--- src/design/rbss_pkg.sv ---
`timescale 1ns / 1ps
package rbss_pkg;

	localparam int MaxSweeps = 16;
	localparam int EntryW    = 2 + 4 * 17 + 2 * 16;

	typedef enum logic [1:0] {
		KIND_RHI      = 2'd0,
		KIND_PPI      = 2'd1,
		KIND_INACTIVE = 2'd2,
		KIND_SPARE    = 2'd3
	} sweep_kind_t;

	typedef enum logic [1:0] {
		REG_SWEEP_COUNT = 2'd0,
		REG_BEAMS_DWELL = 2'd1,
		REG_VISITS      = 2'd2,
		REG_NONE        = 2'd3
	} reg_index_t;

	typedef enum logic [0:0] {
		OP_LOAD    = 1'b0,
		OP_REQUEST = 1'b1
	} op_t;

	typedef enum logic [3:0] {
		ST_IDLE,
		ST_SCAN_RD,
		ST_SCAN_CHK,
		ST_SETUP,
		ST_DIV,
		ST_EMIT,
		ST_OUT,
		ST_ADV_RD,
		ST_ADV
	} state_t;

	typedef struct packed {
		logic        operation;
		logic [3:0]  sweep_slot;
		logic [1:0]  sweep_kind;
		logic [16:0] min_elevation;
		logic [16:0] max_elevation;
		logic [15:0] elevation_step;
		logic [16:0] min_azimuth;
		logic [16:0] max_azimuth;
		logic [15:0] azimuth_step;
	} in_item_t;

	typedef struct packed {
		logic        valid_res;
		logic [16:0] elevation;
		logic [16:0] azimuth;
		logic [3:0]  sweep_number;
		logic [31:0] volume_number;
		logic        start_of_dwell;
		logic [16:0] beam_in_dwell;
		logic [7:0]  visit_in_beam;
		logic        scan_mode;
	} out_item_t;

	typedef struct packed {
		logic [1:0]  kind;
		logic [16:0] el_lo;
		logic [16:0] el_hi;
		logic [15:0] el_step;
		logic [16:0] az_lo;
		logic [16:0] az_hi;
		logic [15:0] az_step;
	} entry_t;

endpackage

--- src/design/rbss_ram.sv ---
`timescale 1ns / 1ps
module rbss_ram #(
	parameter int Width = 8,
	parameter int Depth = 16
) (
	input  logic                     clk,
	input  logic                     we,
	input  logic [$clog2(Depth)-1:0] waddr,
	input  logic [Width-1:0]         wdata,
	input  logic [$clog2(Depth)-1:0] raddr,
	output logic [Width-1:0]         rdata
);
	logic [Width-1:0] mem [Depth];

	// one write port, registered read
	always_ff @(posedge clk) begin
		if (we) begin
			mem[waddr] <= wdata;
		end
		rdata <= mem[raddr];
	end
endmodule

--- src/design/radar_beam_scan_sequencer.sv ---
`timescale 1ns / 1ps
// Radar beam scan sequencer.
// Input channel (in_valid/in_ready/in_data): a load transaction writes one
// sweep table entry and restarts the scan; a request transaction produces
// exactly one result transaction on the output channel (out_valid/
// out_ready/out_data) carrying the next beam of the scan.
// Configuration channel (cfg_valid/cfg_ready/cfg_index/cfg_data) writes
// sweep_count, beams_per_dwell and visits_per_beam; each such write restarts.
// A pending configuration transaction holds off the input channel.
// Sequence: a load is taken from the idle state and needs no further state.
// A request mid-sweep passes through the emit and advance states before
// its result is presented. A request that opens a new sweep first examines
// table entries (at most MAX_SWEEPS), a read and a check state for each,
// then runs a setup state and the two bit-serial divides. With no usable
// sweep the search wraps once over a non-empty table and a result with
// valid_res clear follows. One item is handled at a time; the table read
// port and the divider set this.
// Reset clears the scan cursor and marks every table entry inactive
// through per-entry valid bits; no clearing pass is needed.
// If the receiver stalls, the result is held and no new input is taken.
module radar_beam_scan_sequencer #(
	parameter int MAX_SWEEPS = rbss_pkg::MaxSweeps
) (
	input  logic               clk,
	input  logic               arst_n,
	input  logic               in_valid,
	output logic               in_ready,
	input  rbss_pkg::in_item_t in_data,
	output logic               out_valid,
	input  logic               out_ready,
	output rbss_pkg::out_item_t out_data,
	input  logic               cfg_valid,
	output logic               cfg_ready,
	input  logic [1:0]         cfg_index,
	input  logic [31:0]        cfg_data
);
	import rbss_pkg::*;

	localparam int AW = (MAX_SWEEPS > 1) ? $clog2(MAX_SWEEPS) : 1;
	localparam int CW = $clog2(MAX_SWEEPS + 1);

	state_t state_q, state_d;

	// configuration
	logic [4:0]  sweep_count_q;
	logic [15:0] bpd_q;
	logic [7:0]  vpb_q;

	// cursor
	logic [CW-1:0] cur_q;
	logic          wrapped_q;
	logic          fresh_q;
	logic signed [17:0] outer_q, inner_q;
	logic [16:0] dwell_q, beam_q;
	logic [17:0] stride_q;
	logic [7:0]  visit_q;
	logic        first_q;
	logic [31:0] vol_q;

	// divider
	logic [16:0] quo_q, rem_q, dividend_q;
	logic [4:0]  divcnt_q;

	logic [MAX_SWEEPS-1:0] vbit_q;
	logic [CW-1:0] n_use;
	entry_t  rd_ent, ent;
	logic    ent_ok;
	logic [EntryW-1:0] ram_rdata;
	logic    ram_we;
	logic [AW-1:0] ram_waddr, ram_raddr;
	entry_t  wr_ent;
	out_item_t res_q;
	logic    out_valid_q;

	logic in_fire, cfg_fire, load_ok;
	assign in_fire  = in_valid && in_ready;
	assign cfg_fire = cfg_valid && cfg_ready;
	assign in_ready = (state_q == ST_IDLE) && !out_valid_q && !cfg_valid;
	assign cfg_ready = (state_q == ST_IDLE) && !out_valid_q;
	assign load_ok  = in_fire && (in_data.operation == OP_LOAD) &&
		(32'(in_data.sweep_slot) < MAX_SWEEPS);

	assign n_use = (32'(sweep_count_q) > MAX_SWEEPS) ? CW'(MAX_SWEEPS)
		: CW'(sweep_count_q);

	// table write data
	always_comb begin
		wr_ent.kind    = in_data.sweep_kind;
		wr_ent.el_lo   = in_data.min_elevation;
		wr_ent.el_hi   = in_data.max_elevation;
		wr_ent.el_step = (in_data.elevation_step == '0) ? 16'd1 : in_data.elevation_step;
		wr_ent.az_lo   = in_data.min_azimuth;
		wr_ent.az_hi   = in_data.max_azimuth;
		wr_ent.az_step = (in_data.azimuth_step == '0) ? 16'd1 : in_data.azimuth_step;
	end
	assign ram_we    = load_ok;
	assign ram_waddr = AW'(in_data.sweep_slot);
	assign ram_raddr = AW'(cur_q);

	rbss_ram #(.Width(EntryW), .Depth(MAX_SWEEPS)) u_tab (
		.clk(clk), .we(ram_we), .waddr(ram_waddr), .wdata(wr_ent),
		.raddr(ram_raddr), .rdata(ram_rdata)
	);

	// never-written entries read as inactive
	logic vsel_q;
	always_comb begin
		rd_ent = entry_t'(ram_rdata);
		if (!vsel_q) begin
			rd_ent = '0;
			rd_ent.kind = KIND_INACTIVE;
			rd_ent.el_step = 16'd1;
			rd_ent.az_step = 16'd1;
		end
	end

	// entry latched for the current sweep
	entry_t ent_q;
	assign ent = ent_q;

	// outer / inner dimensions
	logic signed [17:0] olo, ohi, ilo, ihi;
	logic [15:0] ostep, istep;
	always_comb begin
		if (ent.kind == KIND_RHI) begin
			olo = 18'(signed'(ent.az_lo)); ohi = 18'(signed'(ent.az_hi)); ostep = ent.az_step;
			ilo = 18'(signed'(ent.el_lo)); ihi = 18'(signed'(ent.el_hi)); istep = ent.el_step;
		end else begin
			olo = 18'(signed'(ent.el_lo)); ohi = 18'(signed'(ent.el_hi)); ostep = ent.el_step;
			ilo = 18'(signed'(ent.az_lo)); ihi = 18'(signed'(ent.az_hi)); istep = ent.az_step;
		end
	end

	// has-beams check on the freshly read entry
	assign ent_ok = (rd_ent.kind == KIND_RHI || rd_ent.kind == KIND_PPI) && (vpb_q != '0) &&
		($signed(rd_ent.el_lo) <= $signed(rd_ent.el_hi)) &&
		($signed(rd_ent.az_lo) <= $signed(rd_ent.az_hi));

	// advance arithmetic (multiplies by istep, registered state)
	logic signed [35:0] inner_inc, inner_nx;
	logic signed [35:0] inner_dw;
	logic signed [18:0] outer_nx;
	logic [7:0]  visit_nx;
	logic [17:0] dwell_nx;
	assign inner_inc = $signed({1'b0, stride_q}) * $signed({1'b0, istep});
	assign inner_nx  = 36'(inner_q) + inner_inc;
	assign visit_nx  = visit_q + 8'd1;
	assign dwell_nx  = {1'b0, dwell_q} + 18'd1;
	assign inner_dw  = 36'(ilo) + $signed({1'b0, dwell_nx}) * $signed({1'b0, istep});
	assign outer_nx  = 19'(outer_q) + 19'(ostep);

	// divisor for the stride divide: first by istep, then by bpd
	logic        div_phase_q;
	logic [16:0] divisor;
	logic [17:0] trial;
	assign divisor = div_phase_q ? 17'(bpd_q == '0 ? 16'd1 : bpd_q) : 17'(istep);
	assign trial = {rem_q, dividend_q[16]} - {1'b0, divisor};

	// next state
	always_comb begin
		state_d = state_q;
		case (state_q)
			ST_IDLE: begin
				if (in_fire && in_data.operation == OP_REQUEST) begin
					state_d = fresh_q ? ST_SCAN_RD : ST_EMIT;
				end
			end
			ST_SCAN_RD: begin
				if (cur_q >= n_use) begin
					state_d = (wrapped_q || n_use == '0) ? ST_OUT : ST_SCAN_RD;
				end else begin
					state_d = ST_SCAN_CHK;
				end
			end
			ST_SCAN_CHK: state_d = ent_ok ? ST_SETUP : ST_SCAN_RD;
			ST_SETUP:    state_d = ST_DIV;
			ST_DIV:      state_d = (div_phase_q && divcnt_q == 5'd16) ? ST_EMIT : ST_DIV;
			ST_EMIT:     state_d = ST_ADV;
			ST_ADV:      state_d = ST_OUT;
			ST_OUT:      state_d = ST_IDLE;
			ST_ADV_RD:   state_d = ST_IDLE;
			default:     state_d = ST_IDLE;
		endcase
	end

	// datapath and control registers
	always_ff @(posedge clk or negedge arst_n) begin
		if (!arst_n) begin
			state_q <= ST_IDLE;
			sweep_count_q <= '0;
			bpd_q <= 16'd1;
			vpb_q <= 8'd1;
			cur_q <= '0;
			wrapped_q <= 1'b0;
			fresh_q <= 1'b1;
			outer_q <= '0; inner_q <= '0;
			dwell_q <= '0; beam_q <= '0; stride_q <= '0;
			visit_q <= '0; first_q <= 1'b1; vol_q <= '0;
			vbit_q <= '0;
			vsel_q <= 1'b0;
			out_valid_q <= 1'b0;
			res_q <= '0;
			ent_q <= '0;
			quo_q <= '0; rem_q <= '0; dividend_q <= '0;
			div_phase_q <= 1'b0;
			divcnt_q <= '0;
		end else begin
			state_q <= state_d;
			vsel_q <= vbit_q[ram_raddr];
			if (out_valid_q && out_ready) begin
				out_valid_q <= 1'b0;
			end
			if (cfg_fire || (in_fire && in_data.operation == OP_LOAD)) begin
				if (cfg_fire) begin
					case (reg_index_t'(cfg_index))
						REG_SWEEP_COUNT: sweep_count_q <= cfg_data[4:0];
						REG_BEAMS_DWELL: bpd_q <= cfg_data[15:0];
						REG_VISITS:      vpb_q <= cfg_data[7:0];
						default: ;
					endcase
				end
				if (load_ok) begin
					vbit_q[ram_waddr] <= 1'b1;
				end
				if (!cfg_fire || cfg_index != REG_NONE) begin
					cur_q <= '0; fresh_q <= 1'b1; vol_q <= '0;
					outer_q <= '0; inner_q <= '0; dwell_q <= '0; visit_q <= '0;
					beam_q <= '0; first_q <= 1'b1; stride_q <= '0;
				end
			end
			case (state_q)
				ST_IDLE: begin
					wrapped_q <= 1'b0;
				end
				ST_SCAN_RD: begin
					if (cur_q >= n_use) begin
						if (!wrapped_q && n_use != '0) begin
							cur_q <= '0;
							wrapped_q <= 1'b1;
						end else begin
							cur_q <= '0;
							res_q <= '0;
							out_valid_q <= 1'b1;
						end
					end
				end
				ST_SCAN_CHK: begin
					if (ent_ok) begin
						ent_q <= rd_ent;
						if (wrapped_q) vol_q <= vol_q + 32'd1;
					end else begin
						cur_q <= cur_q + CW'(1);
					end
				end
				ST_SETUP: begin
					outer_q <= olo; inner_q <= ilo;
					dwell_q <= '0; visit_q <= '0; beam_q <= '0; first_q <= 1'b1;
					fresh_q <= 1'b0;
					dividend_q <= 17'(ihi - ilo);
					rem_q <= '0; quo_q <= '0;
					divcnt_q <= '0; div_phase_q <= 1'b0;
				end
				ST_DIV: begin
					// restoring division, one quotient bit per cycle
					if (divcnt_q == 5'd17) begin
						dividend_q <= quo_q; rem_q <= '0; quo_q <= '0;
						divcnt_q <= '0; div_phase_q <= 1'b1;
					end else begin
						if (!trial[17]) begin
							rem_q <= trial[16:0];
							quo_q <= {quo_q[15:0], 1'b1};
						end else begin
							rem_q <= {rem_q[15:0], dividend_q[16]};
							quo_q <= {quo_q[15:0], 1'b0};
						end
						dividend_q <= {dividend_q[15:0], 1'b0};
						divcnt_q <= divcnt_q + 5'd1;
						if (div_phase_q && divcnt_q == 5'd16) begin
							stride_q <= 18'({quo_q[15:0], !trial[17]}) + 18'd1;
						end
					end
				end
				ST_EMIT: begin
					res_q.valid_res <= 1'b1;
					res_q.elevation <= (ent.kind == KIND_RHI) ? inner_q[16:0] : outer_q[16:0];
					res_q.azimuth <= (ent.kind == KIND_RHI) ? outer_q[16:0] : inner_q[16:0];
					res_q.sweep_number <= 4'(cur_q);
					res_q.volume_number <= vol_q;
					res_q.start_of_dwell <= first_q;
					res_q.beam_in_dwell <= beam_q;
					res_q.visit_in_beam <= visit_q;
					res_q.scan_mode <= (ent.kind != KIND_RHI);
				end
				ST_ADV: begin
					out_valid_q <= 1'b1;
					first_q <= 1'b0;
					beam_q <= beam_q + 17'd1;
					inner_q <= 18'(inner_nx);
					if (inner_nx > 36'(ihi)) begin
						beam_q <= '0;
						inner_q <= 18'(inner_dw);
						visit_q <= visit_nx;
						if (visit_nx >= vpb_q) begin
							visit_q <= '0;
							dwell_q <= 17'(dwell_nx);
							first_q <= 1'b1;
							if (dwell_nx >= stride_q) begin
								dwell_q <= '0;
								inner_q <= ilo;
								outer_q <= 18'(outer_nx);
								if (outer_nx > 19'(ohi)) begin
									cur_q <= cur_q + CW'(1);
									fresh_q <= 1'b1;
								end
							end
						end else begin
							inner_q <= 18'(36'(ilo) + $signed({1'b0, dwell_q}) *
								$signed({1'b0, istep}));
						end
					end
				end
				default: ;
			endcase
		end
	end

	assign out_valid = out_valid_q;
	assign out_data  = res_q;
endmodule

--- config.mk ---
export PLATFORM = sky130hd
export DESIGN_NAME = radar_beam_scan_sequencer
export DESIGN_NICKNAME = d
export VERILOG_FILES = /design/src/design/rbss_pkg.sv /design/src/design/rbss_ram.sv /design/src/design/radar_beam_scan_sequencer.sv
export SDC_FILE = /design/constraint.sdc
export NUM_CORES = 2
export LEC_CHECK = 0
export BUFFER_PORTS_ARGS = -buffer_cell sky130_fd_sc_hd__buf_2
export CORE_MARGIN = 5
export CORE_UTILIZATION = 58
export CTS_CLUSTER_SIZE = 30
export DETAILED_ROUTE_END_ITERATION = 12
export PLACE_DENSITY = 0.78
export SLEW_MARGIN = 30
export SYNTH_ARGS = -nofsm -noshare
export SYNTH_HDL_FRONTEND = slang
export SYNTH_SLANG_ARGS = --single-unit
export TNS_END_PERCENT = 50
--- constraint.sdc ---
create_clock -name clk -period 16 [get_ports clk]
set_input_delay 0.8 -clock clk [delete_from_list [all_inputs] [get_ports clk]]
set_output_delay 0.8 -clock clk [all_outputs]
set_load 0.1 [all_outputs]
==> reports/results.txt <==
Yosys top cell area share - 0.442
register area - 62,200 um2
leakage power - 47.3 nW
GRT Overall Usage - 0.318
CP max stage cell - mux2_2
Netlist Area Pre-Place - 111,000 um2
Max Freq - 0.0730 GHz
Sw Ratio - 0.308
RSZ-0062 raised after global routing - no
chip height - 447 um
multi-input logic area - 44,800 um2
Avg Inst Size Synth - 14.0 um2
I/O pins - 247
Seq/Total Area, Yosys - 0.561
Port-buffer cells - 230
fin crit period - 13.69 ns
clk_skew - 0.0431 ns
Synth async-reset ratio - 0.204
Syn Nets - 8,962
TritonCTS Buffers - 200
switching power - 4.72 mW
Post-Layout Cell Count - 10.8k
worst-margin pin slew - 1.17 ns
max_cap viols - 0
Area growth, synth to finish - 10.1%
Slew headroom - 0.219
Clk network pwr share - 0.323
# setup viols final - 0
Hold Crit Class - in2reg
Bufs and invs on worst path - 4
most frequent cells in the layout - edfxtp_1 (1,632), nand2_1 (984), inv_1 (698), mux4_2 (515), fa_1 (474)
most common cell after layout, fill and taps aside - edfxtp_1
latest clock arrival within the worst-skew pair - 0.86 ns
wire per inst - 29.3 um
Power Dens Cells - 126 nW/um2
Routed Wire Length - 315,000 um
DRC errors left - 0
CTS Sinks - 2,178
Comb power frac - 0.242
layout cell share with drive strength beyond 1 - 0.163
critical path endpoint category - flip-flop
vias in the first global route - 70.6k
Reg power frac - 0.435
Yosys cell types - 77
Resized Gates After CTS - 0
synth warn - 0
Peak supply drop - 0.172 mV
Post-CTS Setup Inserts - 0
internal power - 10.6 mW
initial core utilization - 0.583
critical path's largest stage delay - 0.77 ns
CTS Buffer Depth - 3
post-DP HPWL - 193,000 um
Slew Viols, Final - 0
number of iterations in the first detailed-routing pass - 8
Filler cells - 13.0k
Clock transition at path regs - 0.06 ns
DRT antenna net count - 0
Synth Instances - 7,915
main flop type after synthesis - edfxtp_1
Die ar. - 200,000 um2
area leader, netlist - edfxtp_1
total power draw - 15.3 mW
cell class contributing the biggest share of worst-path delay - adder cells
kind of critical path - reg2reg
Fin Setup TNS - 0 ns
CP Launch Type - flip-flop
PnR worst setup slack - 2.31 ns
dpl ws - 2.55 ns
cell mode on critical path - fa_1
Root Driver - clkbuf_16
initial antenna violation count - 36
Final Cycle Share - 0.856
status - completed
Area contributors post-synth - edfxtp_1 (44%), mux4_2 (10%), dfrtp_1 (9.9%)
fin area - 122,000 um2
number of flops mapped to enable cells by yosys - 1,632
drt initial violations - 7,840
TritonCTS clock tree - yes
GRT overflow - 0
Critical Path RT - 16.71 ns
Post-CTS Hold Buffers - 1
nets - 9,115
Row Count - 160
Die X - 447 um
#FFs+latches synth - 2,178
Max FO, Critical Path - 35
gp weighted congestion - 0.960
dpl cells - 10.4k
vias per cell - 6.41
final hold vios - 0
CTS H-tree depth - 4
largest net degree at the start of global routing - 153
crit path DAT - 14.40 ns
core area - 190,000 um2
Via Count - 69.1k
Placed Area - 115,000 um2
first-pass GRT wire length - 465,000 um
-- through the flow --
step,hold WS [ns],util
2_1_floorplan,0.430,-
3_3_place_gp,0.444,0.604
3_5_place_dp,0.450,0.605
4_1_cts,0.141,0.641
5_1_grt,0.164,0.642
6_report,0.199,0.642
-- routing by layer --
metal	part of all wire	vias to the layer above	global-route usage
met4	0.068	14	0.180
met5	0.00028	-	0
met1	0.35	35398	0.395
met2	0.49	4039	0.530
li1	-	28705	-
met3	0.088	956	0.0570
-- cell families (layout without fill, tap and decap cells) --
group	Yosys count	count (layout)	share of synthesized area
AO/OA/AOI/OAI	869	869	0.0483
flip-flops	2178	2178	0.561
adder cells (fa/ha/maj)	901	901	0.134
multiplexers	726	726	0.125
XOR/XNOR	234	234	0.0185
AND/OR/NAND/NOR	1897	1897	0.0764
other	0	23	0
buffers and inverters	1110	1438	0.0378
-- power groups by stage --
stage	clock network, mW	logic [mW]	registers (mW)
floorplan	0	2.50	6.71
global placement	0	3.48	6.76
detailed placement	0	3.58	6.78
CTS	4.99	3.65	6.67
global route	5.26	3.96	6.68
finish	4.95	3.71	6.67
-- flip-flops by register name (all words and copies together), names as in the netlist, 18 cells and up --
signal       count
ent            102
stride_q        18
outer_q         18
u_tab.rdata    102
vol_q           32
inner_q         18
out_data        98
u_tab.mem     1632
-- worst register-to-register path: cells and delay by family (launching register included) --
kind / cells / cell delay [ns]
AO/OA/AOI/OAI: 12 / 2.49
AND/OR/NAND/NOR: 12 / 3.71
flip-flops: 1 / 0.41
buffers and inverters: 4 / 0.78
multiplexers: 3 / 1.66
XOR/XNOR: 2 / 0.55
adder cells (fa/ha/maj): 9 / 4.00
-- path summary, 6_finish.rpt --
path | from | slack [ns] | depth (start not counted) | end
worst max-delay path | ent[101]$_DFFE_PN0P_ | 2.31 | 42 | cur_q[0]$_DFF_PN0_
worst min-delay path | cfg_data[15] | 0.20 | 2 | bpd_q[15]$_DFFE_PN0P_
worst max register to register | ent[101]$_DFFE_PN0P_ | 2.31 | 42 | cur_q[0]$_DFF_PN0_
worst min register to register | u_tab.rdata[64]$_DFF_P_ | 0.46 | 2 | ent[64]$_DFFE_PN0P_
max in group asynchronous | arst_n | 13.20 | 5 | bpd_q[12]$_DFFE_PN0P_
min in group asynchronous | arst_n | 0.48 | 2 | out_data[47]$_DFFE_PN0P_
-- cell usage after synthesis, types with 127 or more instances --
cell type and number:
clkbuf_1 327, inv_1 698, nor2_1 304, nand3_1 127
ha_1 427, xnor2_1 159, o21ai_0 337, edfxtp_1 1632
nand2_1 987, mux4_2 515, a21oi_1 157, fa_1 474
and2_1 195, dfrtp_1 440
-- cell type report --
cell class,instances,area share
Antenna cell,23,0.000471
Clock buffer,270,0.0449
Clock inverter,107,0.0107
Inverter,706,0.0217
Multi-Input combinational cell,4627,0.367
Sequential cell,2178,0.509
Tap cell,2511,0.0257
Timing Repair Buffer,355,0.0204
(Power assumes the default switching activity.)
